`src/hw/rtl/assert_macros.svh`:
```
// Assertion helpers for the path-cost block.
`ifndef ASSERT_MACROS_SVH
`define ASSERT_MACROS_SVH

`ifndef SYNTHESIS
// Property that must hold at every clock edge outside reset.
`define GMCP_ASSERT(label, clk, rstn, prop, msg) \
    label: assert property (@(posedge clk) disable iff (!rstn) (prop)) else $error(msg);
// Consequent must hold in the cycle after the antecedent.
`define GMCP_ASSERT_NEXT(label, clk, rstn, ante, cons, msg) \
    label: assert property (@(posedge clk) disable iff (!rstn) (ante) |=> (cons)) else $error(msg);
`else
`define GMCP_ASSERT(label, clk, rstn, prop, msg)
`define GMCP_ASSERT_NEXT(label, clk, rstn, ante, cons, msg)
`endif

`endif

```
`src/hw/rtl/gmcp_pkg.sv`:
```
`timescale 1ns / 1ps
package gmcp_pkg;

    // Grid geometry and data widths.
    localparam int MAX_COLS   = 1024;
    localparam int ROW_LIMIT  = 1024;
    localparam int COST_WIDTH = 16;
    localparam int COL_W      = $clog2(MAX_COLS);
    localparam int ROW_W      = $clog2(ROW_LIMIT);
    localparam int COL_EFF_W  = COL_W + 1;
    localparam int ROW_EFF_W  = ROW_W + 1;
    localparam int CFG_W      = 11;
    localparam int CFG_IDX_W  = 2;
    localparam int SUM_W      = 28;
    localparam int OUT_W      = 27;
    localparam int S_TDATA_W  = ((COST_WIDTH + 7) / 8) * 8;
    localparam int M_TDATA_W  = ((OUT_W + 7) / 8) * 8;

    // Result queue.
    localparam int QDEPTH = 3;
    localparam int QPTR_W = $clog2(QDEPTH);
    localparam int QCNT_W = $clog2(QDEPTH + 1);

    typedef logic signed [SUM_W-1:0] sum_t;

    typedef enum logic [CFG_IDX_W-1:0] {
        CFG_NUM_ROWS = 2'd0,
        CFG_NUM_COLS = 2'd1
    } cfg_index_t;

    // Cell in flight between the index stage and the sum stage.
    typedef struct packed {
        logic                         valid;
        logic signed [COST_WIDTH-1:0] cost;
        logic [COL_W-1:0]             addr;
        logic                         first_row;
        logic                         first_col;
        logic                         last;
    } cell_t;

endpackage

```
`src/hw/rtl/gmcp_res_fifo.sv`:
```
`timescale 1ns / 1ps
module gmcp_res_fifo (
    input  logic                        aclk,
    input  logic                        aresetn,
    input  logic                        push,
    input  logic [gmcp_pkg::OUT_W-1:0]  push_data,
    output logic                        out_valid,
    input  logic                        out_ready,
    output logic [gmcp_pkg::OUT_W-1:0]  out_data,
    output logic [gmcp_pkg::QCNT_W-1:0] count
);
    import gmcp_pkg::*;

    logic [OUT_W-1:0]  entry_reg [QDEPTH];
    logic [QPTR_W-1:0] wr_ptr_reg;
    logic [QPTR_W-1:0] rd_ptr_reg;
    logic [QCNT_W-1:0] count_reg;
    logic              pop;

    assign pop = out_valid && out_ready;

    // Pointers wrap at the queue depth.
    always_ff @(posedge aclk) begin
        if (!aresetn) begin
            wr_ptr_reg <= '0;
            rd_ptr_reg <= '0;
            count_reg  <= '0;
        end else begin
            if (push) begin
                wr_ptr_reg <= (wr_ptr_reg == QPTR_W'(QDEPTH - 1)) ?
                              '0 : wr_ptr_reg + QPTR_W'(1);
            end
            if (pop) begin
                rd_ptr_reg <= (rd_ptr_reg == QPTR_W'(QDEPTH - 1)) ?
                              '0 : rd_ptr_reg + QPTR_W'(1);
            end
            if (push && !pop) begin
                count_reg <= count_reg + QCNT_W'(1);
            end else if (pop && !push) begin
                count_reg <= count_reg - QCNT_W'(1);
            end
        end
    end

    always_ff @(posedge aclk) begin
        if (push) begin
            entry_reg[wr_ptr_reg] <= push_data;
        end
    end

    assign out_valid = (count_reg != '0);
    assign out_data  = entry_reg[rd_ptr_reg];
    assign count     = count_reg;

endmodule

```
`config.mk`:
```
export PLATFORM = sky130hd
export DESIGN_NAME = gmcp_res_fifo
export DESIGN_NICKNAME = d
export VERILOG_FILES = /design/src/hw/rtl/assert_macros.svh /design/src/hw/rtl/gmcp_pkg.sv /design/src/hw/rtl/gmcp_res_fifo.sv
export SDC_FILE = /design/constraint.sdc
export NUM_CORES = 1
export LEC_CHECK = 0
export BUFFER_PORTS_ARGS = -buffer_cell sky130_fd_sc_hd__buf_2
export CAP_MARGIN = 20
export CORE_ASPECT_RATIO = 0.75
export CORE_MARGIN = 5
export CORE_UTILIZATION = 55
export CTS_CLUSTER_SIZE = 8
export DETAILED_ROUTE_END_ITERATION = 10
export MAX_ROUTING_LAYER = met4
export PLACE_DENSITY = 0.82
export SLEW_MARGIN = 20
export SYNTH_ARGS = -nofsm -noshare
export SYNTH_HDL_FRONTEND = slang
export SYNTH_SLANG_ARGS = --single-unit
export TNS_END_PERCENT = 20
```
`constraint.sdc`:
```
create_clock -name aclk -period 8.07 [get_ports aclk]
set_input_delay 0.4035 -clock aclk [delete_from_list [all_inputs] [get_ports aclk]]
set_output_delay 0.4035 -clock aclk [all_outputs]
set_load 0.01 [all_outputs]
```
==> results list, run 1 <==
* Outcome: completed
- Cells after synthesis: 203
- Share of cell area taken by muxes after synthesis: 8.18%
- Averaged over all synthesized cells, the footprint is 16.3 µm².
- Overall track demand over capacity in global routing: 15.4%
- Buffer depth of the longest clock path: 2
- In the routed design, unresolved DRC markers number 0.
- Mean routed wirelength per cell: 15.2 µm
- Entering global routing, the biggest net connects 55 pins.
* Layout Area Growth over Synthesis: 17.5%
* Largest family of logic cells by synthesized area: multiplexers
- After Yosys synthesis, XOR and XNOR cells account for 0.530% of the synthesized area.
- Number of global-route vias before repair: 1808
- The layout has 424 filler cells.
* Total clock buffers created by CTS: 9
* First-pass GRT wire length: 8510 µm
- Yosys warns: 0
- The final critical path takes up 28.0% of the cycle.
- Power spread over the standard cell area amounts to 270 nW/µm².
- # hold bufs at CTS: 0
* Inst Count DP: 334
- The congestion estimate from routability-driven global placement came to 0.715.
* Die X-Extent: 99.5 µm
- The worst hold path belongs to the class input port to flip-flop.
- The wire-length estimate of the detail-placed layout is 3290 µm.
- Final Instance Area: 3880 µm²
- Library cell occupying the most area in the post-synthesis netlist: sky130_fd_sc_hd__edfxtp_1
- The register with the most flip-flops in the layout has 81 of them.
- STA classifies the critical path endpoint as an output port.
- After detailed routing, the total wire length is 5310 µm.
- At the pin with the least slew margin, the transition time is 931 ps.
- Remaining number of nets flagged by the antenna check after routing: 0
* First-pass DRT Iterations: 4
* Endpoint required time on the critical path: 7670 ps
- The setup path with the least slack is of type flip-flop to output port.
- Counting every sink on the clock net gives 89.
- 61 I/O pins were placed.
- Final-report hold violation count: 0
* TritonCTS clock tree: built
* Number of violations of the max-capacitance limit: 0
* Final max-slew violation count: 0
- After synthesis the netlist holds a flip-flop and latch count of 89.
- Type of origin of the critical path: flip-flop
- Max FO, Critical Path: 27
* Drt via density: 5.11
- Number of diodes: 0
- In this run, the number of DRC markers left after iteration 0 of detailed routing was 74.
- Area occupied by multi-input gates: 679 µm²
- Static timing analysis puts the maximum clock frequency at 443 MHz.
- Final-layout setup total negative slack: 0 ps
* Effective utilization at floorplan: 56.7%
* Post-synthesis share of cell area spent on full adders, half adders and majority gates: 0.379%
- Simple-gate share of the synthesized area: 5.38%
- Clock period minus worst slack: 2260 ps
* Synthesized-area fraction occupied by ao, oa, aoi and oai cells: 5.64%
* Share of the yosys chip area belonging to registers: 78.5%
* GR Overflow Total: 0
- Post-cts sizing count: 0
* FF/Latch Area: 2590 µm²
- The die covers 7670 µm².
* Port buffer count: 60
- Core area: 5830 µm²
- In this run the cell area of the synthesized design comes to 3300 µm².
- Across the VDD grid, the largest voltage drop is 0.000184 V.
* Worst endpoint data arrival time: 1860 ps
- The later pin in the worst-skew pair is clocked with a latency of 340 ps.
- RSZ-0062 raised after global routing: no
- The number of different library cells used by synthesis comes to 22.
- Height of the die: 77.1 µm
- The H-tree was split into 3 levels.
- Yosys top cell area share: 73.6%
- Static power due to leakage: 1.34 nW
- Buffer type at the clock tree root: sky130_fd_sc_hd__clkbuf_8
- Setup violations remaining at the end of the flow were counted as 0.
* Final cell count without fillers: 350
- Worst-case hold slack: 254 ps
- Worst slew margin relative to its limit: 37.9%
* Clock slew seen by the registers of the worst setup and hold paths: 80 ps
- Placed Area: 3690 µm²
- Most area-consuming cells after synthesis: sky130_fd_sc_hd__edfxtp_1 74%, sky130_fd_sc_hd__mux2i_1 8.2%, sky130_fd_sc_hd__dfxtp_1 4.8%, sky130_fd_sc_hd__o21ai_1 4.1%, sky130_fd_sc_hd__nand2_1 3.5%
- Number of vias after detailed routing: 1789
- Clock skew on the completed layout was measured at 3.32 ps.
* Number of antenna violations at the first check in global routing: 0
* Net Count, Synth: 235
* Post-CTS Repair Setup Buffers: 0
- Fraction of layout instances using a drive strength above 1: 30.5%
- Count of standard-cell rows: 24
* Number of nets in the layout: 299
## Yosys cell counts
cell,instances
sky130_fd_sc_hd__nor2b_1,2
sky130_fd_sc_hd__o21a_1,2
sky130_fd_sc_hd__nand2_1,31
sky130_fd_sc_hd__or2_1,1
sky130_fd_sc_hd__clkbuf_1,5
sky130_fd_sc_hd__buf_2,1
sky130_fd_sc_hd__xor2_1,1
sky130_fd_sc_hd__buf_4,3
sky130_fd_sc_hd__or3_1,2
sky130_fd_sc_hd__o21ai_0,1
sky130_fd_sc_hd__nor2_1,2
sky130_fd_sc_hd__dfxtp_1,8
sky130_fd_sc_hd__nor3b_1,1
sky130_fd_sc_hd__and2_1,1
sky130_fd_sc_hd__o21ai_1,27
sky130_fd_sc_hd__o21ai_2,1
sky130_fd_sc_hd__a21boi_1,3
sky130_fd_sc_hd__ha_1,1
sky130_fd_sc_hd__edfxtp_1,81
sky130_fd_sc_hd__mux2i_1,27
sky130_fd_sc_hd__xnor2_1,1
sky130_fd_sc_hd__or3b_1,1
## stage by stage
step	utilization [%]	power, mW	worst slack, ps
2_1_floorplan	-	0.697	5150
3_3_place_gp	63.3	0.768	6210
3_5_place_dp	63.3	0.773	6160
4_1_cts	66.6	1.06	5770
5_1_grt	66.6	1.10	5680
6_report	66.6	1.05	5810
## per-layer routing
metal	vias up	track usage [%]	wire (µm)
met4	0	4.64	55
li1	883	-	-
met5	-	-	0
met2	50	23.6	2590
met1	848	18.6	2320
met3	8	6.89	343
## logic make-up (layout without fill, tap and decap cells)
family,Yosys count,after routing
fa+ha+maj,1,1
mux,27,27
simple gates,41,41
flops,89,89
compound gates,34,34
buf+inv,9,78
xor+xnor,2,2
## layout by cell type, fill, tap and decap left out, drive strengths merged, types with 2 or more instances in the layout
cell / n
dfxtp: 8
clkinvlp: 2
nor2: 2
nor2b: 2
or3: 2
mux2i: 27
edfxtp: 81
a21boi: 3
nand2: 31
buf: 62
clkbuf: 9
clkinv: 4
o21a: 2
o21ai: 29
## cell type report
| class | instances | area share, % |
|---|---|---|
| flip-flops and latches | 89 | 66.8 |
| multi-input cells | 105 | 17.5 |
| repair buffers | 62 | 8.12 |
| clock buffers | 9 | 3.19 |
| well taps | 78 | 2.51 |
| clock inverters | 7 | 1.84 |
## report_power, final
| part | switching [mW] | internal [mW] |
|---|---|---|
| sequential | 0.0435 | 0.533 |
| clock | 0.146 | 0.142 |
| combinational | 0.0906 | 0.0928 |
## critical path, cell delays in order, from the launching register on
cell,delay [ps]
sky130_fd_sc_hd__dfxtp_2,920
sky130_fd_sc_hd__mux2i_1,300
sky130_fd_sc_hd__o21ai_1,100
sky130_fd_sc_hd__buf_2,190
## path summary, 6_finish.rpt
check           startpoint                to  slack, ps  cells past startpoint
max              flip-flop      out_data[17]       5810                      3
min          push_data[20]  entry_reg[2][20]        250                      1
max reg2reg  wr_ptr_reg[0]   entry_reg[1][1]       6510                      2
min reg2reg  rd_ptr_reg[1]         flip-flop        480                      2
Power figures use the tool's default switching activity.
==> run 2: changes to the inputs <==
Settings changed: CORE_UTILIZATION 55 to 54, PLACE_DENSITY 0.82 to 0.81.
Clock period 8.07 ns to 2.2 ns, I/O delays scaled along.
==> run 2 against run 1 <==
  * Clock power rose to 3.8 times the previous value
  * Worst hold slack worse by 220 ps
  * Largest cell class unchanged
  * Largest power group unchanged
  * Combinational power increased to 4.5 times the previous value
  * Final cell count increased by 8.6%
  * Critical path type unchanged
  * Setup slack got worse by 5400 ps
  * Critical path depth grew 1
==> results list, run 2 (synthesized netlist as in run 1, its figures left out) <==
- Adding up every negative setup slack in the final design gives 0 ps.
* Post-cts sizing count: 0
- Port buffer count: 60
* Final max-slew violation count: 0
* Worst IR Drop VDD: 0.000551 V
* Clock period minus worst slack: 1820 ps
- Hold Crit Depth: 2
- Endpoint required time on the critical path: 2090 ps
* Pwr per Cell Area: 938 nW/µm²
* Worst r2r src: count[0]
- STA puts the critical path data arrival time at 1710 ps.
- Residual DRC: 0
- After clock tree synthesis, the flow added hold-fix buffers numbering 27.
- After floorplanning, the core was divided into 24 placement rows.
* Capturing point of the worst reg2reg path: count[1]
- Leaving out filler cells and counting taps, the final layout contains 380.
* Hold Path Origin: aresetn
* Number of nets in the layout: 329
* Mean routed wirelength per cell: 16.2 µm
* Drt via density: 5.12
- The path with the worst hold slack has its endpoint at wr_ptr_reg[1].
- Layout Area Growth over Synthesis: 27.7%
- Fmax: 550 MHz
* Starting DRT DRC Count: 73
- Static power due to leakage: 1.49 nW
* Type of the tightest min-delay check: input port to flip-flop
- GR Overflow Total: 0
- The flow ran to the end, and the final reports show no timing, DRC or antenna violations.
- Across the run, the number of max-cap violations was 0.
* Number of antenna violations at the first check in global routing: 0
- Along the worst path, the maximum fanout reaches 14.
- Pin placement for this block handled 61 I/O pins.
* Number of vias after detailed routing: 1945
- Pin count of the biggest net entering global routing: 29
- Once placement completed, the tool counted placed cells totaling 337.
* Effective utilization at floorplan: 56.1%
* H-tree levels: 3
- Clock-pin slew was measured on the worst setup and hold paths at 80 ps.
- Buffer type at the clock tree root: sky130_fd_sc_hd__clkbuf_8
- The tree built by TritonCTS fans out to 89 sinks.
- Period utilization: 82.7%
* Commonest non-fill, non-tap cell in the layout: sky130_fd_sc_hd__edfxtp_1
- Of the cells placed in the final design, the portion with a size suffix greater than 1 is 28.5%.
* Maximum clock skew at final layout: 7.08 ps
* Overall track demand over capacity in global routing: 17.5%
- Number of diodes: 0
* Kind of end point of the critical path: output port
* Die X-Extent: 100 µm
- Worst slew margin relative to its limit: 67.1%
- First-pass GRT wire length: 9960 µm
- TritonCTS built the clock tree.
* RSZ-0062 raised after global routing: no
* First-pass DRT Iterations: 4
- Final setup viols: 0
* Remaining number of nets flagged by the antenna check after routing: 0
- The floorplan step set the die height to 77.7 µm.
* Post-CTS Repair Setup Buffers: 0
- In this run the standard cell core region covers 5890 µm².
- The register with the most flip-flops in the layout has 81 of them.
* R2R setup slack: 720 ps
- Number of global-route vias before repair: 2021
- After legalization and detailed placement, the total HPWL measured 3850 µm.
* Die footprint: 7800 µm²
- Total clock buffers created by CTS: 9
* Worst reg2reg path depth: 4
- Clock latency of the later-clocked register in the worst-skew pair: 340 ps
* Routability congestion estimate: 0.783
* DRT Wirelength: 6150 µm
- Buffer depth of the longest clock path: 2
- In the layout the commonest cells are 81 x sky130_fd_sc_hd__edfxtp_1, 60 x sky130_fd_sc_hd__buf_2, 31 x sky130_fd_sc_hd__nand2_1.
- The number of hold violations in the final report is 0.
- Actual slew at the worst max-slew pin: 493 ps
- The worst setup path is launched from a flip-flop.
- The worst setup path is of the flip-flop to output port kind.
run 2: cell type report:
type                       instances  area [µm²]
multi-input combinational        105         691
tap                               78        97.6
clock inverter                     3        20.0
timing repair buffer              92         633
sequential                        89        2590
fill                             398        1670
clock buffer                      13         180
run 2: critical path, stage by stage (launching register included):
cell and delay, ps:
sky130_fd_sc_hd__dfxtp_2 640, sky130_fd_sc_hd__buf_12 230, sky130_fd_sc_hd__mux2i_1 230, sky130_fd_sc_hd__o21ai_1 110
sky130_fd_sc_hd__buf_2 150
run 2: how the worst max path moves through the flow:
stage                              from               end  slack [ps]
after floorplan           wr_ptr_reg[0]   entry_reg[1][0]         190
after global placement    wr_ptr_reg[1]  entry_reg[0][25]         770
after CTS                     flip-flop      out_data[15]         320
after global routing          flip-flop      out_data[15]         230
after detailed placement      flip-flop      out_data[15]         720
final                         flip-flop      out_data[15]         380
run 2: power by group:
group / switching (mW) / total (mW) / internal, mW
Combinational: 0.416 / 0.815 / 0.400
Sequential: 0.109 / 2.06 / 1.95
Clock: 0.532 / 1.08 / 0.543
Total: 1.06 / 3.95 / 2.90
run 2: layer usage:
| layer | global-route usage [%] | vias to the layer above | part of all wire [%] |
|---|---|---|---|
| met5 | - | - | 0 |
| met4 | 4.85 | 0 | 0.70 |
| met1 | 21.8 | 932 | 44 |
| li1 | - | 945 | - |
| met2 | 27.8 | 63 | 49 |
| met3 | 5.38 | 5 | 6.5 |
run 2: stage by stage:
stage          worst slack [ps]  util, %  power, mW  hold WS, ps  instance area, µm²
6_report                    380     71.6       3.95         38.5                4220
5_1_grt                     230     71.6       4.16         28.3                4220
3_3_place_gp                774     63.6       2.86          313                3750
3_5_place_dp                717     63.6       2.89          315                3750
4_1_cts                     325     71.6       3.99         26.7                4220
2_1_floorplan               188        -       2.56          209                3310
