## src/hw/rtl/assert_macros.svh

```systemverilog
// Assertion helpers for the path-cost block.
`ifndef ASSERT_MACROS_SVH
`define ASSERT_MACROS_SVH

`ifndef SYNTHESIS
// Property that must hold at every clock edge outside reset.
`define GMCP_ASSERT(label, clk, rstn, prop, msg) \
    label: assert property (@(posedge clk) disable iff (!rstn) (prop)) else $error(msg);
// Consequent must hold in the cycle after the antecedent.
`define GMCP_ASSERT_NEXT(label, clk, rstn, ante, cons, msg) \
    label: assert property (@(posedge clk) disable iff (!rstn) (ante) |=> (cons)) else $error(msg);
`else
`define GMCP_ASSERT(label, clk, rstn, prop, msg)
`define GMCP_ASSERT_NEXT(label, clk, rstn, ante, cons, msg)
`endif

`endif

```

## src/hw/rtl/gmcp_pkg.sv

```systemverilog
`timescale 1ns / 1ps
package gmcp_pkg;

    // Grid geometry and data widths.
    localparam int MAX_COLS   = 1024;
    localparam int ROW_LIMIT  = 1024;
    localparam int COST_WIDTH = 16;
    localparam int COL_W      = $clog2(MAX_COLS);
    localparam int ROW_W      = $clog2(ROW_LIMIT);
    localparam int COL_EFF_W  = COL_W + 1;
    localparam int ROW_EFF_W  = ROW_W + 1;
    localparam int CFG_W      = 11;
    localparam int CFG_IDX_W  = 2;
    localparam int SUM_W      = 28;
    localparam int OUT_W      = 27;
    localparam int S_TDATA_W  = ((COST_WIDTH + 7) / 8) * 8;
    localparam int M_TDATA_W  = ((OUT_W + 7) / 8) * 8;

    // Result queue.
    localparam int QDEPTH = 3;
    localparam int QPTR_W = $clog2(QDEPTH);
    localparam int QCNT_W = $clog2(QDEPTH + 1);

    typedef logic signed [SUM_W-1:0] sum_t;

    typedef enum logic [CFG_IDX_W-1:0] {
        CFG_NUM_ROWS = 2'd0,
        CFG_NUM_COLS = 2'd1
    } cfg_index_t;

    // Cell in flight between the index stage and the sum stage.
    typedef struct packed {
        logic                         valid;
        logic signed [COST_WIDTH-1:0] cost;
        logic [COL_W-1:0]             addr;
        logic                         first_row;
        logic                         first_col;
        logic                         last;
    } cell_t;

endpackage

```

## src/hw/rtl/gmcp_ctrl.sv

```systemverilog
`timescale 1ns / 1ps
module gmcp_ctrl (
    input  logic                            aclk,
    input  logic                            aresetn,
    input  logic                            cfg_valid,
    output logic                            cfg_ready,
    input  logic [gmcp_pkg::CFG_IDX_W-1:0]  cfg_index,
    input  logic [gmcp_pkg::CFG_W-1:0]      cfg_data,
    input  logic                            s_acc,
    input  logic signed [gmcp_pkg::COST_WIDTH-1:0] s_cost,
    output logic [gmcp_pkg::COL_W-1:0]      rd_addr,
    output gmcp_pkg::cell_t                 st1
);
    import gmcp_pkg::*;

    logic [CFG_W-1:0]     num_rows_reg;
    logic [CFG_W-1:0]     num_cols_reg;
    logic [COL_W-1:0]     col_reg;
    logic [ROW_W-1:0]     row_reg;
    cell_t                st1_reg;
    logic [COL_EFF_W-1:0] eff_cols;
    logic [ROW_EFF_W-1:0] eff_rows;
    logic                 last_col;
    logic                 last_row;

    assign cfg_ready = 1'b1;

    // Zero counts as one, oversized values clamp to the maximum.
    always_comb begin
        if (num_cols_reg == '0) begin
            eff_cols = COL_EFF_W'(1);
        end else if (32'(num_cols_reg) > 32'(MAX_COLS)) begin
            eff_cols = COL_EFF_W'(MAX_COLS);
        end else begin
            eff_cols = COL_EFF_W'(num_cols_reg);
        end
        if (num_rows_reg == '0) begin
            eff_rows = ROW_EFF_W'(1);
        end else if (32'(num_rows_reg) > 32'(ROW_LIMIT)) begin
            eff_rows = ROW_EFF_W'(ROW_LIMIT);
        end else begin
            eff_rows = ROW_EFF_W'(num_rows_reg);
        end
    end

    assign last_col = (COL_EFF_W'(col_reg) + COL_EFF_W'(1)) >= eff_cols;
    assign last_row = (ROW_EFF_W'(row_reg) + ROW_EFF_W'(1)) >= eff_rows;
    assign rd_addr  = col_reg;

    // Registers, grid position and the cell handed to the sum stage.
    always_ff @(posedge aclk) begin
        if (!aresetn) begin
            num_rows_reg <= CFG_W'(1);
            num_cols_reg <= CFG_W'(1);
            col_reg      <= '0;
            row_reg      <= '0;
            st1_reg      <= '0;
        end else begin
            st1_reg.valid <= s_acc;
            if (s_acc) begin
                st1_reg.cost      <= s_cost;
                st1_reg.addr      <= col_reg;
                st1_reg.first_row <= (row_reg == '0);
                st1_reg.first_col <= (col_reg == '0);
                st1_reg.last      <= last_row && last_col;
            end
            if (cfg_valid) begin
                case (cfg_index_t'(cfg_index))
                    CFG_NUM_ROWS: begin
                        num_rows_reg <= cfg_data;
                        col_reg      <= '0;
                        row_reg      <= '0;
                    end
                    CFG_NUM_COLS: begin
                        num_cols_reg <= cfg_data;
                        col_reg      <= '0;
                        row_reg      <= '0;
                    end
                    default: begin
                    end
                endcase
            end else if (s_acc) begin
                if (last_col && last_row) begin
                    col_reg <= '0;
                    row_reg <= '0;
                end else if (last_col) begin
                    col_reg <= '0;
                    row_reg <= row_reg + ROW_W'(1);
                end else begin
                    col_reg <= col_reg + COL_W'(1);
                end
            end
        end
    end

    assign st1 = st1_reg;

endmodule

```

## config.mk

```make
export PLATFORM = sky130hd
export DESIGN_NAME = gmcp_ctrl
export DESIGN_NICKNAME = d
export VERILOG_FILES = /design/src/hw/rtl/assert_macros.svh /design/src/hw/rtl/gmcp_pkg.sv /design/src/hw/rtl/gmcp_ctrl.sv
export SDC_FILE = /design/constraint.sdc
export NUM_CORES = 1
export LEC_CHECK = 0
export ABC_AREA = 1
export BUFFER_PORTS_ARGS = -buffer_cell sky130_fd_sc_hd__buf_2
export CORE_MARGIN = 4
export CORE_UTILIZATION = 50
export DETAILED_ROUTE_END_ITERATION = 10
export PLACE_DENSITY = 0.76
export SKIP_CTS_REPAIR_TIMING = 1
export SLEW_MARGIN = 0
export SYNTH_ARGS = -nofsm -noshare
export SYNTH_HDL_FRONTEND = slang
export SYNTH_SLANG_ARGS = --single-unit
```

## constraint.sdc

```tcl
create_clock -name aclk -period 2.4 [get_ports aclk]
set_clock_uncertainty 0.05 [all_clocks]
set_input_delay 0.24 -clock aclk [delete_from_list [all_inputs] [get_ports aclk]]
set_output_delay 0.24 -clock aclk [all_outputs]
set_load 0.1 [all_outputs]
```

==> results.md, run 1 <==
- Critical path peak fanout: 5
- Top-Level Pins: 74
- Largest area contributor in the netlist: dfxtp_1
- Synthesized area: 0.00384 mm²
- Most frequent cells in the layout: 117 x nand2_1, 89 x nor2_1, 72 x buf_2
- Post-synth EDFFs: 0
- Critical Path, Cell by Cell: ha_4 > nand3_4 > inv_2 > nand4_1 > or2_1 > nor2_2 > ha_1 > nand2_2 > buf_4 > nor3b_2 > a21oi_2 > buf_4 > nand2_8 > nand2_8 > buf_6 > a21oi_1 > nor2_1
- Ys Warns: 0
- Sequential fraction of the synthesis area: 37.5%
- DRT iter0 DRCs: 209
- Clk root buf: clkbuf_8
- Chip width: 95.7 µm
- Minimum clock period: 2610 ps
- Nets: 727
- Antenna violations before repair: 0
- Setup crit end kind: register
- Vias per cell: 5.16
- Placer Congestion: 0.867
- End of the worst register-to-register path: row_reg[6]
- Pleak: 2.48 nW
- Antenna viol nets, final: 0
- Hold WC Path Type: primary input to register
- Starting Density: 52.1%
- GRT Resource Usage Total: 23.1%
- Vias: 3985
- Gr ovfl total: 0
- Synth async-reset ratio: 0%
- Global-route wire length before repair: 16.5 mm
- Worst-path clk slew: 90 ps
- Max Freq: 383 MHz
- Ys flop type: dfxtp_1
- Maximum VDD drop: 0.395 mV
- Core outline area: 0.00737 mm²
- Final-report setup violation count: 21
- Post-Synthesis Cells: 554
- Top post-synthesis cells by area: dfxtp_1 38%, nand2_1 12%, nor2_1 8.9%, ha_1 8.5%, a21oi_1 6.6%
- Wl on met1: 4.73 mm
- Largest net degree at the start of global routing: 53
- Final Hold Viols: 0
- Final Worst Setup Slack: -208 ps
- Pwr/cell area: 691 mW/mm²
- R2R setup slack: -210 ps
- Fraction of layout cells with a size suffix above 1: 30.5%
- Failing checks: negative setup slack
- Startpoint types: register
- Antenna Diode Count: 0
- Router iterations before antenna repair: 5
- CTS sink cnt: 72
- Status: finished with violations
- RSZ-0062 raised after global routing: yes
- Area Growth Syn to Fin: 30.8%
- Syn_nets: 613
- Die Area: 0.00915 mm²
- Commonest non-fill, non-tap cell in the layout: nand2_1
- Setup TNS: -3440 ps
- Drt wl/cell: 13.9 µm
- Worst Path Required: 2600 ps
- Clock insertion delay at the later pin of the skew report: 360 ps
- Yosys top cell area share: 37.5%
- CP bufs+invs: 4
- Highest Signal Layer: met4
- Crit path largest cell delay: 380 ps
- Power Total: 3.47 mW
- Reg2reg path depth: 17
- Worst Setup SP: rd_addr[0]
- Worst r2r src: rd_addr[0]
- Hold path cells: 3
- Synthesized flop and latch total: 72
- Routed WL: 10.7 mm
- Fin crit share: 109%
- Slew margin rel.: 44.2%
- Max-cap violations: 0
- Number of remaining DRC errors: 0
- WL met2: 4.88 mm
- Slowest CP cell: dfxtp_4
- Die Span Y: 95.7 µm
- Critical path depth: 17
- Port bufs: 72
- Slew @ Worst Pin: 836 ps
- Post-DP HPWL: 7.40 mm
- CP Class: register to register
- Post-synthesis cell type count: 33
- Avg Cell Area, Syn: 6.94 µm²
- Pins Over Slew Limit: 0
- CP top delay family: simple AND/OR/NAND/NOR gates
- Setup crit end: row_reg[6]
- Arr. time, crit path: 2810 ps
- H-Tree Depth: 3
- Final-layout fill cell count: 602
- Met3 routed WL: 868 µm
- Number of global-route vias before repair: 3635
- Max reg flops: 30
- FP Rows: 31
- Num CTS Buffers: 9
- Clock Tree Buf Depth: 2
- CTS tree: yes
## layer usage
metal	up-vias	track usage, %
li1	1992	-
met1	1820	30.6
met2	151	35.8
met3	22	6.71
met4	0	8.41
met5	-	0
## report_power, final
group          internal [mW]  total, mW  switching [mW]
logic                  0.374       1.16           0.782
registers               1.27       1.32          0.0521
clock network          0.482      0.995           0.514
total                   2.13       3.47            1.35
## cells by family after synthesis
group / after synthesis / share of synthesized area (%)
other cells: 1 / 0.0976
buf+inv: 82 / 8.99
compound gates: 100 / 13.4
xor+xnor: 8 / 2.02
flops: 72 / 37.5
simple gates: 265 / 29.5
fa+ha+maj: 26 / 8.47
## per-stage QoR
step                hold slack, ps  instances  cell area (µm²)  setup slack (ps)  utilization [%]
floorplan                      303        554             3890              -268                -
global placement               402        747             4580              -173             62.2
detailed placement             403        747             4580              -229             62.2
CTS                           37.9        763             4790              -265             65.0
global route                  43.5        772             5030              -337             68.2
finish                        46.0        772             5030              -208             68.2
## layout make-up
| class | instances | area (µm²) | share of cell area [%] |
|---|---|---|---|
| multi-input combinational | 402 | 2230 | 44.4 |
| sequential | 72 | 1470 | 29.2 |
| timing repair buffer | 123 | 771 | 15.3 |
| inverter | 60 | 225 | 4.48 |
| clock buffer | 11 | 163 | 3.24 |
| tap | 99 | 124 | 2.46 |
| clock inverter | 5 | 42.5 | 0.846 |
## cells in the mapped netlist (all sizes together) (2+ instances only)
cell type,count
nand2,130
nor2,99
dfxtp,72
inv,58
a21oi,54
o21ai,44
ha,26
nand3,18
clkbuf,16
xor2,7
buf,6
nor3,6
nand4,5
nor4,5
clkinv,2
## worst register-to-register path: cells and delay by family, from the launching register on
family	cells	cell delay (ps)
simple gates	9	1070
compound gates	2	190
flops	1	380
buf+inv	4	500
fa+ha+maj	2	300
## worst min-delay path by stage
stage                startpoint               to  slack (ps)
finish               s_cost[10]          st1[23]          50
global route          s_cost[0]          st1[13]          40
CTS                  s_cost[13]          st1[26]          40
detailed placement       st1[2]           st1[2]         400
global placement         st1[2]           st1[2]         400
floorplan           cfg_data[0]  num_cols_reg[0]         300
No activity file was read; power rests on OpenSTA's default activity.
==> run 2: changes to the inputs <==
CTS_CLUSTER_DIAMETER = 30   (was default)
HOLD_SLACK_MARGIN = 0.02   (was default)
REMOVE_ABC_BUFFERS = 1   (was default)
==> run 2 against run 1 <==
The flow still finishes with violations (negative setup slack). Register-to-register slack worse by 96 ps. Non-clock buffer count is 3 lower. Sequential cell count stayed put. Core utilization is 1.2 points lower. Critical path depth stayed put. Die area stayed put. Sequential share of layout area hardly changed.
==> results.md, run 2 (synthesis results as in run 1) <==
- RSZ-0062 raised after global routing: yes (unchanged)
- Final Worst Setup Slack: -305 ps (was -208 ps)
- Final core utilization: 67.0% (was 68.2%)
- H-Tree Depth: 3 (unchanged)
- Slowest CP cell: dfxtp_2 (was dfxtp_4)
- Port bufs: 72 (unchanged)
- Top-Level Pins: 74 (unchanged)
- Fin crit share: 113% (was 109%)
- Gr ovfl total: 0 (unchanged)
- Maximum VDD drop: 0.377 mV (was 0.395 mV)
- Die Area: 0.00915 mm² (unchanged)
- Number of remaining DRC errors: 0 (unchanged)
- Core outline area: 0.00737 mm² (unchanged)
- Number of global-route vias before repair: 3587 (was 3635)
- CP top delay family: simple AND/OR/NAND/NOR gates (unchanged)
- Most frequent cells in the layout: 122 x nand2_1, 91 x nor2_1, 72 x buf_2 (was 117 x nand2_1, 89 x nor2_1, 72 x buf_2)
- Vias per cell: 5.10 (was 5.16)
- Num CTS Buffers: 9 (unchanged)
- Crit path largest cell delay: 370 ps (was 380 ps)
- Minimum clock period: 2700 ps (was 2610 ps)
- Starting Density: 52.1% (unchanged)
- Setup crit end kind: register (unchanged)
- Clk root buf: clkbuf_8 (unchanged)
- Final-report setup violation count: 21 (unchanged)
- Die Span Y: 95.7 µm (unchanged)
- Critical Path, Cell by Cell: ha_4 > nand3_4 > inv_2 > nand4_1 > or2_1 > nand2_1 > inv_2 > ha_1 > inv_1 > nor3b_1 > a21oi_2 > buf_4 > nand2_8 > buf_4 > nand2_4 > a21oi_1 > nor2_1 (was ha_4 > nand3_4 > inv_2 > nand4_1 > or2_1 > nor2_2 > ha_1 > nand2_2 > buf_4 > nor3b_2 > a21oi_2 > buf_4 > nand2_8 > nand2_8 > buf_6 > a21oi_1 > nor2_1)
- Slew @ Worst Pin: 539 ps (was 836 ps)
- Power Total: 3.38 mW (was 3.47 mW)
- Worst-path clk slew: 90 ps (about the same)
- Area after DPL: 0.00454 mm² (was 0.00458 mm²)
- Slew margin rel.: 64.0% (was 44.2%)
- Hold WC Path Type: primary input to register (unchanged)
- Failing checks: negative setup slack (unchanged)
- Nets: 725 (was 727)
- Post-DP HPWL: 7.30 mm (was 7.40 mm)
- Antenna Diode Count: 0 (unchanged)
- DRT iter0 DRCs: 156 (was 209)
- CP Class: register to register (unchanged)
- CP bufs+invs: 5 (was 4)
- Worst Path Required: 2590 ps (was 2600 ps)
- Fraction of layout cells with a size suffix above 1: 26.7% (was 30.5%)
- CTS tree: yes (unchanged)
- Place WS: -241 ps (was -229 ps)
- Status: finished with violations (unchanged)
- Pwr/cell area: 684 mW/mm² (was 691 mW/mm²)
- Final instance area: 0.00494 mm² (was 0.00503 mm²)
- Global-route wire length before repair: 15.9 mm (was 16.5 mm)
- FP Rows: 31 (unchanged)
- Max-cap violations: 0 (unchanged)
- Clock Tree Buf Depth: 2 (unchanged)
- GRT Resource Usage Total: 21.8% (was 23.1%)
- Router iterations before antenna repair: 5 (unchanged)
- Arr. time, crit path: 2900 ps (was 2810 ps)
- Startpoint types: register (unchanged)
- Drt wl/cell: 13.4 µm (was 13.9 µm)
- Antenna violations before repair: 0 (unchanged)
- Pins Over Slew Limit: 0 (unchanged)
- Setup TNS: -4930 ps (was -3440 ps)
- R2R setup slack: -300 ps (was -210 ps)
- Placer Congestion: 0.841 (was 0.867)
- Area Growth Syn to Fin: 28.6% (was 30.8%)
- Critical path peak fanout: 5 (unchanged)
- Chip width: 95.7 µm (unchanged)
- CTS sink cnt: 72 (unchanged)
- Max reg flops: 30 (unchanged)
- Final Hold Viols: 0 (unchanged)
- Largest net degree at the start of global routing: 53 (unchanged)
- Max Freq: 370 MHz (was 383 MHz)
- Clock insertion delay at the later pin of the skew report: 350 ps (was 360 ps)
- Commonest non-fill, non-tap cell in the layout: nand2_1 (unchanged)
- Antenna viol nets, final: 0 (unchanged)
- Pleak: 2.44 nW (was 2.48 nW)
- Vias: 3925 (was 3985)
- Routed WL: 10.3 mm (was 10.7 mm)
==> run 2: cell count changes in the layout (fill, tap and decap cells not counted), moves of 3 or more <==
cell,change
a21oi_1,+4
nand2_1,+5
buf_6,-3
dfxtp_4,-6
dfxtp_2,-3
dfxtp_1,+9
a21oi_2,-5
nand2_2,-5
nor2_4,+3
nor2_2,-5
==> run 2: where the power goes <==
group | leakage [nW] | total [mW] | switching (mW) | internal (mW)
registers | 0.592 | 1.32 | 0.0500 | 1.27
clock network | 0.0863 | 0.918 | 0.522 | 0.396
logic | 1.76 | 1.14 | 0.797 | 0.339
total | 2.44 | 3.38 | 1.37 | 2.01
==> run 2: final timing paths <==
kind | start | end | cells after the start
max | rd_addr[1] | row_reg[7] | 17
max reg2reg | rd_addr[1] | row_reg[7] | 17
min reg2reg | st1[1] | st1[1] | 2
min | s_acc | st1[3] | 2
==> run 2: metal layers <==
metal	routed length (µm)	up-vias	global-route usage, %
met5	0	-	0
li1	-	1992	-
met1	4480	1799	28.0
met3	541	23	2.92
met2	5100	111	37.1
met4	212	0	7.82
==> run 2: final cells by class <==
type / instances / area [µm²]
Clock buffer: 9 / 124
Fill cell: 622 / 2430
Sequential cell: 72 / 1440
Multi-Input combinational cell: 403 / 2220
Clock inverter: 7 / 62.6
Inverter: 60 / 225
Tap cell: 99 / 124
Timing Repair Buffer: 120 / 737
==> run 2: stage by stage <==
stage | hold WS, ps | cells
2_1_floorplan | 274 | 532
5_1_grt | 58.9 | 770
6_report | 49.1 | 770
4_1_cts | 37.1 | 764
3_5_place_dp | 409 | 748
3_3_place_gp | 405 | 748
