File: config.mk
export PLATFORM = sky130hd
export DESIGN_NAME = gmcp_sum_stage
export DESIGN_NICKNAME = d
export VERILOG_FILES = /design/src/hw/rtl/assert_macros.svh /design/src/hw/rtl/gmcp_pkg.sv /design/src/hw/rtl/gmcp_sum_stage.sv
export SDC_FILE = /design/constraint.sdc
export NUM_CORES = 1
export LEC_CHECK = 0
export BUFFER_PORTS_ARGS = -buffer_cell sky130_fd_sc_hd__buf_2
export CAP_MARGIN = 40
export CORE_ASPECT_RATIO = 1.25
export CORE_MARGIN = 10
export CORE_UTILIZATION = 45
export DETAILED_ROUTE_END_ITERATION = 8
export PLACE_DENSITY = 0.69
export SLEW_MARGIN = 10
export SYNTH_ARGS = -nofsm -noshare
export SYNTH_HDL_FRONTEND = slang
export SYNTH_SLANG_ARGS = --single-unit
File: constraint.sdc
create_clock -name aclk -period 9.9 [get_ports aclk]
set_clock_uncertainty 0.15 [all_clocks]
set_input_delay 0.495 -clock aclk [delete_from_list [all_inputs] [get_ports aclk]]
set_output_delay 0.495 -clock aclk [all_outputs]
set_load 0.01 [all_outputs]
File: src/hw/rtl/assert_macros.svh
// Assertion helpers for the path-cost block.
`ifndef ASSERT_MACROS_SVH
`define ASSERT_MACROS_SVH

`ifndef SYNTHESIS
// Property that must hold at every clock edge outside reset.
`define GMCP_ASSERT(label, clk, rstn, prop, msg) \
    label: assert property (@(posedge clk) disable iff (!rstn) (prop)) else $error(msg);
// Consequent must hold in the cycle after the antecedent.
`define GMCP_ASSERT_NEXT(label, clk, rstn, ante, cons, msg) \
    label: assert property (@(posedge clk) disable iff (!rstn) (ante) |=> (cons)) else $error(msg);
`else
`define GMCP_ASSERT(label, clk, rstn, prop, msg)
`define GMCP_ASSERT_NEXT(label, clk, rstn, ante, cons, msg)
`endif

`endif

File: src/hw/rtl/gmcp_pkg.sv
`timescale 1ns / 1ps
package gmcp_pkg;

    // Grid geometry and data widths.
    localparam int MAX_COLS   = 1024;
    localparam int ROW_LIMIT  = 1024;
    localparam int COST_WIDTH = 16;
    localparam int COL_W      = $clog2(MAX_COLS);
    localparam int ROW_W      = $clog2(ROW_LIMIT);
    localparam int COL_EFF_W  = COL_W + 1;
    localparam int ROW_EFF_W  = ROW_W + 1;
    localparam int CFG_W      = 11;
    localparam int CFG_IDX_W  = 2;
    localparam int SUM_W      = 28;
    localparam int OUT_W      = 27;
    localparam int S_TDATA_W  = ((COST_WIDTH + 7) / 8) * 8;
    localparam int M_TDATA_W  = ((OUT_W + 7) / 8) * 8;

    // Result queue.
    localparam int QDEPTH = 3;
    localparam int QPTR_W = $clog2(QDEPTH);
    localparam int QCNT_W = $clog2(QDEPTH + 1);

    typedef logic signed [SUM_W-1:0] sum_t;

    typedef enum logic [CFG_IDX_W-1:0] {
        CFG_NUM_ROWS = 2'd0,
        CFG_NUM_COLS = 2'd1
    } cfg_index_t;

    // Cell in flight between the index stage and the sum stage.
    typedef struct packed {
        logic                         valid;
        logic signed [COST_WIDTH-1:0] cost;
        logic [COL_W-1:0]             addr;
        logic                         first_row;
        logic                         first_col;
        logic                         last;
    } cell_t;

endpackage

File: src/hw/rtl/gmcp_sum_stage.sv
`timescale 1ns / 1ps
module gmcp_sum_stage (
    input  logic                         aclk,
    input  logic                         aresetn,
    input  logic                         s_acc,
    input  logic [gmcp_pkg::COL_W-1:0]   rd_addr,
    input  gmcp_pkg::cell_t              st1,
    input  gmcp_pkg::sum_t               rd_data,
    output logic                         wr_en,
    output logic [gmcp_pkg::COL_W-1:0]   wr_addr,
    output gmcp_pkg::sum_t               wr_data,
    output logic                         push,
    output logic [gmcp_pkg::OUT_W-1:0]   push_data
);
    import gmcp_pkg::*;

    sum_t left_sum_reg;
    sum_t diag_sum_reg;
    logic fwd_hit_reg;
    sum_t fwd_data_reg;
    sum_t up;
    sum_t cost_ext;
    sum_t min_du;
    sum_t min_all;
    sum_t sum;

    // A read issued while the same entry is written returns the old word,
    // so the written sum is forwarded instead (single-column grids).
    assign up       = fwd_hit_reg ? fwd_data_reg : rd_data;
    assign cost_ext = sum_t'(st1.cost);
    assign min_du   = (diag_sum_reg < up) ? diag_sum_reg : up;
    assign min_all  = (min_du < left_sum_reg) ? min_du : left_sum_reg;

    // Path sum of the current cell.
    always_comb begin
        if (st1.first_row && st1.first_col) begin
            sum = cost_ext;
        end else if (st1.first_row) begin
            sum = left_sum_reg + cost_ext;
        end else if (st1.first_col) begin
            sum = up + cost_ext;
        end else begin
            sum = cost_ext + min_all;
        end
    end

    // Left and diagonal neighbors, and the forwarding capture.
    always_ff @(posedge aclk) begin
        if (!aresetn) begin
            left_sum_reg <= '0;
            diag_sum_reg <= '0;
            fwd_hit_reg  <= 1'b0;
        end else begin
            if (st1.valid) begin
                left_sum_reg <= sum;
                diag_sum_reg <= st1.first_row ? sum_t'(0) : up;
            end
            if (s_acc) begin
                fwd_hit_reg <= st1.valid && (st1.addr == rd_addr);
            end
        end
    end

    always_ff @(posedge aclk) begin
        if (s_acc) begin
            fwd_data_reg <= sum;
        end
    end

    assign wr_en     = st1.valid;
    assign wr_addr   = st1.addr;
    assign wr_data   = sum;
    assign push      = st1.valid && st1.last;
    assign push_data = sum[OUT_W-1:0];

endmodule

==> out/results.txt, run 1 <==
CP max stage delay = 550 ps
Hold/Removal Path Class = input pin to register
RR Endpoint = fwd_data_reg[26]$_DFFE_PP_
WHS Endpoint = left_sum_reg[6]$_SDFFE_PN0P_
Leak = 3.94 nW
Worst r2r path cells = 32
Post-Synthesis Mean Instance Area = 8.10 um^2
Max Slew Vio Count = 0
Synth-to-layout area growth = 15.5%
Worst-margin pin slew = 850 ps
Crit path max-delay cell type = dfxtp_4
Commonest register cell after synthesis = dfxtp_1
Post-place setup slack = 384 ps
Fin nets = 1191
Area of the multi-input gates = 5020 um^2
Filler cells = 1623
Cell variety after synth = 67
Post-synthesis net count = 1091
IO Port Bufs = 137
Die width = 136 um
# setup viols final = 0
Worst endpoint required time = 9260 ps
CP max FO = 18
Fin area = 8760 um^2
Sequential area share after synthesis = 26.1%
CTS Sinks = 85
CP Capture Type = output port
Post-route ant nets = 0
Total Die Area = 22500 um^2
Max-cap viol count = 0
Sequential cell area = 1990 um^2
Ys async rst share = 0%
Met2 WL = 10.1 mm
R2R Setup Slk = 1310 ps
Via density = 5.62
Commonest non-fill, non-tap cell in the layout = buf_2
F_max = 107 MHz
Final Total Pwr = 0.00170 W
First-pass GRT wire length = 35.4 mm
Startpoint Class = register
Largest net degree at the start of global routing = 53
Routed vias = 7089
Global placer's final weighted congestion = 0.990
Number of flops mapped to enable cells by yosys = 28
Initial DRC count = 509
Final hold vios = 0
Top routing layer in use = met4
DRT Pass-1 Iters = 5
Worst hold path startpoint = st1[19]
Starting Density = 45.4%
Layout cell share with drive strength beyond 1 = 21.2%
Top Ports = 138
Initial antenna violation count = 0
Pwr per Cell Area = 194 nW/um^2
Wire per inst = 17.9 um
CTS tree = yes
Final worst slack = 537 ps
Commonest non-fill, non-tap cells in the layout = buf_2 (137), nand2_1 (115), nor2_1 (97)
Met3 Routed Length = 1.40 mm
Total GRT Usage = 19.5%
WL met1 = 10.6 mm
Cells after Synth = 936
Slew HR = 41.9%
Min Tclk post-route = 9360 ps
Core area = 16700 um^2
Max clock buf depth = 2
Min Hold Slack = 297 ps
Clock transition at path regs = 80 ps
Row Count = 53
Clk_lat worst skew = 360 ps
Post-DP Area = 8360 um^2
Crit share post-route = 94.6%
H-tree depth = 3
Root Driver = clkbuf_16
CTS Buf Count = 9
Hold Path Stages = 3
Die height = 165 um
Crit Reg-Reg Startpoint = fwd_hit_reg$_SDFFE_PN0P_
Vias in the first global route = 6842
Status = complete, no violations
HPWL after DPL = 17.3 mm
Maximum vdd drop = 107 uV
Final WL = 22.5 mm
Setup TNS = 0 ps
WS Path Type = register to output port
Yosys reg bits = 85
Remaining Overflow, GRT = 0
Diodes inserted = 0
DRC violations left = 0
Synthesized area = 7580 um^2
CP arrival = 8720 ps
Synth warn = 0
-- worst max-delay path, delay by kind of cell (launching register included) --
kind            cells  cell delay, ps
simple gates       10            2370
fa+ha+maj           3            1050
compound gates     14            3220
xor+xnor            1             240
buf+inv             3             560
flops               1             550
mux                 1             370
-- area by class of cell --
cell class	instances	share of cell area, %
inverter	40	1.71
clock buffer	9	2.57
tap	220	3.14
clock inverter	7	0.714
timing repair buffer	174	11.8
multi-input combinational	726	57.4
sequential	85	22.7
-- metal layers --
metal | vias up | track usage [%]
met1 | 3263 | 27.0
li1 | 3582 | -
met2 | 219 | 30.4
met4 | 0 | 6.11
met3 | 25 | 3.18
met5 | - | 0
-- power by group --
| part | internal (W) | leakage, nW | switching, W | total, W |
|---|---|---|---|---|
| clock network | 0.000177 | 0.145 | 0.000159 | 0.000336 |
| registers | 0.000432 | 0.745 | 0.0000347 | 0.000467 |
| logic | 0.000374 | 3.05 | 0.000525 | 0.000899 |
-- per-stage QoR --
stage                     utilization [%]  instances
after detailed placement             50.0       1238
after floorplan                         -        936
after CTS                            51.8       1254
after global routing                 52.4       1261
final                                52.4       1261
after global placement               49.6       1235
-- cell families after synthesis --
| kind of cell | count (synthesis) | synth area share, % |
|---|---|---|
| fa+ha+maj | 84 | 14.0 |
| compound gates | 285 | 25.7 |
| flops | 85 | 26.1 |
| mux | 39 | 5.18 |
| simple gates | 287 | 16.8 |
| buf+inv | 127 | 8.58 |
| xor+xnor | 29 | 3.60 |
-- how the worst max path moves through the flow --
stage,start,end,slack (ps),cells after the start
CTS,fwd_hit_reg$_SDFFE_PN0P_,wr_data[26],140,34
global route,fwd_hit_reg$_SDFFE_PN0P_,push_data[26],-70,33
finish,fwd_hit_reg$_SDFFE_PN0P_,wr_data[27],540,32
floorplan,fwd_hit_reg$_SDFFE_PN0P_,wr_data[26],810,36
detailed placement,fwd_hit_reg$_SDFFE_PN0P_,wr_data[26],380,34
global placement,fwd_hit_reg$_SDFFE_PN0P_,wr_data[27],500,32
-- cells in the mapped netlist, types with 11 or more instances --
library cell,instances,area share (%)
nor2_1,97,4.8
o21ai_0,57,3.8
buf_4,38,3.8
edfxtp_1,28,11
nand3_1,14,0.92
o31a_1,20,2.3
clkbuf_1,38,1.9
a311oi_1,11,1.3
ha_1,83,14
nand2_1,115,5.7
xnor2_1,22,2.5
inv_1,40,2.0
o22a_1,26,3.0
a21oi_1,71,4.7
dfxtp_1,57,15
a21o_1,30,3.0
mux2i_1,37,4.9
-- what timing repair did --
action,4_1_cts,5_1_grt
setup endpoints to repair,2,27
pin swaps,0,4
buffers inserted,0,5
resized for setup,1,9
cloned,0,2
hold buffers,0,0
Power figures use the tool's default switching activity.
==> run 2: changes to the inputs <==
PLACE_DENSITY = 0.67   (was 0.69)
==> run 2 against run 1 <==
Die area is the same. Maximum frequency is 0.95% lower. Global-route usage is 0.19 points higher. First-iteration DRC count rose by 27%. Combinational power barely moved. Highest routed layer unchanged. Largest cell class unchanged. Sequential cell count is the same. Clock power increased by 12%. Sequential power hardly changed. Sequential share of layout area is 0.11 points lower. Cell area grew 0.47%. Setup slack got worse by 90 ps. Non-clock buffer count fell by 1.
==> out/results.txt, run 2 (synthesis gave the netlist of run 1 again) <==
Worst hold path startpoint = st1[26] (was st1[19])
CTS tree = yes (unchanged)
# setup viols final = 0 (unchanged)
CTS Buf Count = 9 (unchanged)
Clk_lat worst skew = 340 ps (was 360 ps)
Internal power = 0.00103 W (was 0.000983 W)
Hold/Removal Path Class = input pin to register (unchanged)
Wire per inst = 17.9 um (about the same)
Synth-to-layout area growth = 16.1% (was 15.5%)
Initial DRC count = 646 (was 509)
Max clock buf depth = 2 (unchanged)
Max Slew Vio Count = 0 (unchanged)
CP max stage delay = 530 ps (was 550 ps)
IO Port Bufs = 137 (unchanged)
Filler cells = 1617 (was 1623)
Die width = 136 um (unchanged)
Maximum vdd drop = 120 uV (was 107 uV)
Met3 Resource Use GR = 3.12% (was 3.18%)
Post-place setup slack = 204 ps (was 384 ps)
Layout cell share with drive strength beyond 1 = 21.5% (was 21.2%)
Crit share post-route = 95.5% (was 94.6%)
Diodes inserted = 0 (unchanged)
Remaining Overflow, GRT = 0 (unchanged)
Post-route ant nets = 0 (unchanged)
First-pass GRT wire length = 35.9 mm (was 35.4 mm)
Top Ports = 138 (unchanged)
Largest net degree at the start of global routing = 53 (unchanged)
DRC violations left = 0 (unchanged)
Crit Reg-Reg Startpoint = fwd_hit_reg$_SDFFE_PN0P_ (unchanged)
WS Path Type = register to output port (unchanged)
Worst r2r path cells = 32 (unchanged)
Slew HR = 43.2% (was 41.9%)
Total GRT Usage = 19.7% (was 19.5%)
Switching share of power = 41.2% (was 42.2%)
Fin nets = 1190 (was 1191)
Hold Path Stages = 3 (unchanged)
Clock share of power = 21.5% (was 19.8%)
H-tree depth = 3 (unchanged)
CP max FO = 26 (was 18)
Final Total Pwr = 0.00175 W (was 0.00170 W)
Routed vias = 7098 (was 7089)
Die height = 165 um (unchanged)
Via density = 5.63 (was 5.62)
DRT Pass-1 Iters = 5 (unchanged)
Root Driver = clkbuf_16 (unchanged)
Worst endpoint required time = 9260 ps (about the same)
Combinational Power Share = 51.7% (was 52.8%)
Row Count = 53 (unchanged)
Final hold vios = 0 (unchanged)
Final WL = 22.5 mm (about the same)
Critical path buffers and inverters = 3 (unchanged)
WHS Endpoint = left_sum_reg[13]$_SDFFE_PN0P_ (was left_sum_reg[6]$_SDFFE_PN0P_)
Family with the most delay on the worst path = compound AO/OA/AOI/OAI gates (unchanged)
Final worst slack = 447 ps (was 537 ps)
Startpoint Class = register (unchanged)
Total Die Area = 22500 um^2 (unchanged)
Starting Density = 45.4% (unchanged)
Clock transition at path regs = 70 ps (was 80 ps)
F_max = 106 MHz (was 107 MHz)
HPWL after DPL = 17.1 mm (was 17.3 mm)
Max-cap viol count = 0 (unchanged)
Met1 GRT Util = 27.3% (was 27.0%)
Leak = 3.93 nW (was 3.94 nW)
Sequential cell area = 1990 um^2 (unchanged)
Non-Filler Instances = 1260 (was 1261)
R2R Setup Slk = 1230 ps (was 1310 ps)
Worst-margin pin slew = 852 ps (was 850 ps)
Commonest non-fill, non-tap cell in the layout = buf_2 (unchanged)
GR peak layer = met2 (unchanged)
Initial antenna violation count = 0 (unchanged)
RR Endpoint = fwd_data_reg[27]$_DFFE_PP_ (was fwd_data_reg[26]$_DFFE_PP_)
Switch Pwr = 0.000719 W (about the same)
Crit path max-delay cell type = dfxtp_4 (unchanged)
Global placer's final weighted congestion = 0.928 (was 0.990)
Placed cells = 1233 (was 1238)
CTS Sinks = 85 (unchanged)
Flop pwr share = 26.8% (was 27.4%)
CP Capture Type = output port (unchanged)
CP arrival = 8810 ps (was 8720 ps)
Status = complete, no violations (unchanged)
Commonest non-fill, non-tap cells in the layout = buf_2 (137), nand2_1 (115), nor2_1 (97) (unchanged)
Core area = 16700 um^2 (unchanged)
Met2 usage = 31.0% (was 30.4%)
Vias in the first global route = 6868 (was 6842)
Most common cell on crit path = ha_1
Min Tclk post-route = 9450 ps (was 9360 ps)
Pwr per Cell Area = 198 nW/um^2 (was 194 nW/um^2)
Area of the multi-input gates = 5060 um^2 (was 5020 um^2)
[run 2: power groups by stage]
stage          Clock (W)  Sequential [W]  Combinational (W)
2_1_floorplan          0        0.000457           0.000683
3_3_place_gp           0        0.000472           0.000868
3_5_place_dp           0        0.000473           0.000876
4_1_cts         0.000379        0.000465           0.000883
5_1_grt         0.000395        0.000472            0.00100
6_report        0.000376        0.000468           0.000902
[run 2: metrics by stage]
stage	area [um^2]	TNS, ps	util [%]	hold slack (ps)
after floorplan	7580	0	-	311
after global routing	8800	-42.8	52.7	306
after CTS	8650	0	51.8	288
final	8800	0	52.7	294
after global placement	8230	0	49.3	339
after detailed placement	8290	0	49.6	340
[run 2: area by class of cell]
cell class                      instances  area share [%]
Multi-Input combinational cell        726            57.5
Clock buffer                           10            2.60
Inverter                               40            1.71
Timing Repair Buffer                  173            11.4
Sequential cell                        85            22.6
Clock inverter                          6            1.08
Tap cell                              220            3.13
[run 2: worst register-to-register path: cells and delay by family (launching register included)]
| family | cells | cell delay (ps) |
|---|---|---|
| AO/OA/AOI/OAI | 16 | 3310 |
| XOR/XNOR | 1 | 260 |
| adder cells (fa/ha/maj) | 3 | 990 |
| buffers and inverters | 2 | 340 |
| flip-flops | 1 | 530 |
| multiplexers | 2 | 770 |
| AND/OR/NAND/NOR | 8 | 2060 |
[run 2: worst max path at each step]
stage          cells after the start             to                     start  slack, ps
2_1_floorplan                     36    wr_data[26]  fwd_hit_reg$_SDFFE_PN0P_        810
3_3_place_gp                      31    wr_data[27]  fwd_hit_reg$_SDFFE_PN0P_        350
3_5_place_dp                      32    wr_data[27]  fwd_hit_reg$_SDFFE_PN0P_        200
4_1_cts                           32    wr_data[27]  fwd_hit_reg$_SDFFE_PN0P_          7
5_1_grt                           34  push_data[26]  fwd_hit_reg$_SDFFE_PN0P_        -20
6_report                          32    wr_data[27]  fwd_hit_reg$_SDFFE_PN0P_        450
[run 2: timing repair]
item | 4_1_cts | 5_1_grt
resized for setup | 5 | 14
endpoints found under the setup margin | 9 | 35
pin swaps | 1 | 4
cloned | 1 | 1
hold buffers | 0 | 0
buffers inserted | 0 | 9
[run 2: metal layers]
metal,wire length [um],vias up
li1,-,3588
met1,10600,3246
met2,10100,236
met3,1440,28
met4,441,0
met5,0,-
==> run 3: changes to the inputs <==
CORE_MARGIN = not set   (was 10)
TNS_END_PERCENT = 30   (was not set)
clock period = 10.4 ns   (was 9.9 ns; I/O delays follow)
==> run 3 against run 2 <==
Core utilization fell by 0.18 points. First-iteration DRC count shrank 33%. Setup slack better by 160 ps. Global-route usage grew 4.9 points. Sequential power down 4.9%. Critical path depth increased by 1. Clock power shrank 12%. Final cell count shrank 1.7%. Wire length is 5.4% lower. Non-clock buffer count is 17 lower. Critical path type unchanged.
==> out/results.txt, run 3 (synthesis gave the netlist of run 1 again) <==
CTS Sinks = 85 (unchanged)
CTS tree = yes (unchanged)
Via density = 5.72 (was 5.63)
Worst r2r path cells = 33 (was 32)
Fin nets = 1172 (was 1190)
Worst Setup EP = wr_data[27] (unchanged)
Non-Filler Instances = 1238 (was 1260)
Crit Reg-Reg Startpoint = fwd_hit_reg$_SDFFE_PN0P_ (unchanged)
Maximum vdd drop = 99.5 uV (was 120 uV)
Die width = 118 um (was 136 um)
GR peak layer = met2 (unchanged)
Total Die Area = 17400 um^2 (was 22500 um^2)
Total GRT Usage = 24.6% (was 19.7%)
Post-route ant nets = 0 (unchanged)
Wire per inst = 17.2 um (was 17.9 um)
Global placer's final weighted congestion = 0.945 (was 0.928)
Root Driver = clkbuf_16 (unchanged)
Worst-margin pin slew = 833 ps (was 852 ps)
CP max stage delay = 520 ps (was 530 ps)
DRC violations left = 0 (unchanged)
Met2 usage = 38.1% (was 31.0%)
Hold/Removal Path Class = input pin to register (unchanged)
Die height = 147 um (was 165 um)
Commonest non-fill, non-tap cells in the layout = buf_2 (137), nand2_1 (115), nor2_1 (97) (unchanged)
R2R Setup Slk = 1390 ps (was 1230 ps)
Clk_lat worst skew = 340 ps (about the same)
Met1 GRT Util = 35.7% (was 27.3%)
DRT Pass-1 Iters = 4 (was 5)
Placed cells = 1220 (was 1233)
Met3 Resource Use GR = 2.25% (was 3.12%)
Crit path from = fwd_hit_reg$_SDFFE_PN0P_ (unchanged)
WS Path Type = register to output port (unchanged)
CTS Buf Count = 9 (unchanged)
Diodes inserted = 0 (unchanged)
Min Tclk post-route = 9790 ps
Slew HR = 43.9% (was 43.2%)
Top Ports = 138 (unchanged)
Leak = 3.82 nW (was 3.93 nW)
Core area = 16300 um^2 (was 16700 um^2)
CP arrival = 9120 ps (was 8810 ps)
CP Capture Type = output port (unchanged)
RR Endpoint = fwd_data_reg[26]$_DFFE_PP_ (was fwd_data_reg[27]$_DFFE_PP_)
F_max = 102 MHz
# setup viols final = 0 (unchanged)
Final Total Pwr = 0.00162 W (was 0.00175 W)
Crit share post-route = 94.1%
CP max FO = 28 (was 26)
Remaining Overflow, GRT = 0 (unchanged)
Initial DRC count = 434 (was 646)
Synth-to-layout area growth = 13.1% (was 16.1%)
Largest net degree at the start of global routing = 58 (was 53)
Pwr per Cell Area = 188 nW/um^2 (was 198 nW/um^2)
Final worst slack = 611 ps (was 447 ps)
First-pass GRT wire length = 34.0 mm (was 35.9 mm)
Starting Density = 46.4% (was 45.4%)
Final hold vios = 0 (unchanged)
Commonest non-fill, non-tap cell in the layout = buf_2 (unchanged)
Layout cell share with drive strength beyond 1 = 19.4% (was 21.5%)
RSZ-0062 raised after global routing = no
Max Slew Vio Count = 0 (unchanged)
Max-cap viol count = 0 (unchanged)
Worst endpoint required time = 9730 ps (was 9260 ps)
Max clock buf depth = 2 (unchanged)
Clock transition at path regs = 70 ps (about the same)
IO Port Bufs = 137 (unchanged)
Post-place setup slack = 749 ps (was 204 ps)
Row Count = 52 (was 53)
Setup TNS = 0 ps (unchanged)
Startpoint Class = register (unchanged)
HPWL after DPL = 16.4 mm (was 17.1 mm)
Status = complete, no violations (unchanged)
Vias in the first global route = 6526 (was 6868)
Initial antenna violation count = 0 (unchanged)
Routed vias = 7080 (was 7098)
H-tree depth = 3 (unchanged)
Final WL = 21.3 mm (was 22.5 mm)
Crit path max-delay cell type = dfxtp_4 (unchanged)
run 3: area by class of cell:
| class | count | area [um^2] |
|---|---|---|
| inverters | 40 | 150 |
| flip-flops and latches | 85 | 1990 |
| clock buffers | 10 | 229 |
| repair buffers | 156 | 883 |
| clock inverters | 6 | 71.3 |
| well taps | 216 | 270 |
| fillers | 1601 | 7760 |
| multi-input cells | 725 | 4980 |
run 3: metal layers:
layer / wire (um) / vias up / share of wire (%)
met5: 0 / - / 0
met4: 374 / 0 / 1.8
met3: 1160 / 23 / 5.4
met2: 9540 / 231 / 45
met1: 10200 / 3282 / 48
li1: - / 3544 / -
run 3: worst max-delay path: cells and delay by family (launching register included):
kind,cells,cell delay [ps]
DFF,1,520
muxes,2,740
xor gates and xnor gates,1,320
and+or+nand+nor,8,1950
buffers and inverters,4,790
AOI/OAI and AO/OA,15,3320
adders and majority gates,3,1140
run 3: timing repair:
item	4_1_cts	5_1_grt
hold buffers	0	0
resized for setup	0	4
endpoints found under the setup margin	0	17
buffers inserted	0	1
hold endpoints to repair	0	0
run 3: how the worst min path moves through the flow:
stage	from	slack, ps	endpoint	cells past startpoint
2_1_floorplan	left_sum_reg[0]$_SDFFE_PN0P_	310	left_sum_reg[0]$_SDFFE_PN0P_	2
3_3_place_gp	left_sum_reg[0]$_SDFFE_PN0P_	340	left_sum_reg[0]$_SDFFE_PN0P_	2
3_5_place_dp	left_sum_reg[0]$_SDFFE_PN0P_	330	left_sum_reg[0]$_SDFFE_PN0P_	2
4_1_cts	st1[26]	330	left_sum_reg[13]$_SDFFE_PN0P_	3
5_1_grt	st1[18]	340	left_sum_reg[5]$_SDFFE_PN0P_	3
6_report	st1[18]	330	left_sum_reg[5]$_SDFFE_PN0P_	3
run 3: where the power goes:
group / internal [W] / switching, W
sequential: 0.000411 / 0.0000335
combinational: 0.000344 / 0.000496
clock: 0.000189 / 0.000143
total: 0.000944 / 0.000672
run 3: stage by stage:
step           util (%)  instance area (um^2)  hold slack (ps)
2_1_floorplan         -                  7580              311
3_3_place_gp       49.9                  8150              335
3_5_place_dp       50.4                  8240              334
4_1_cts            52.3                  8540              327
5_1_grt            52.5                  8570              345
6_report           52.5                  8570              331
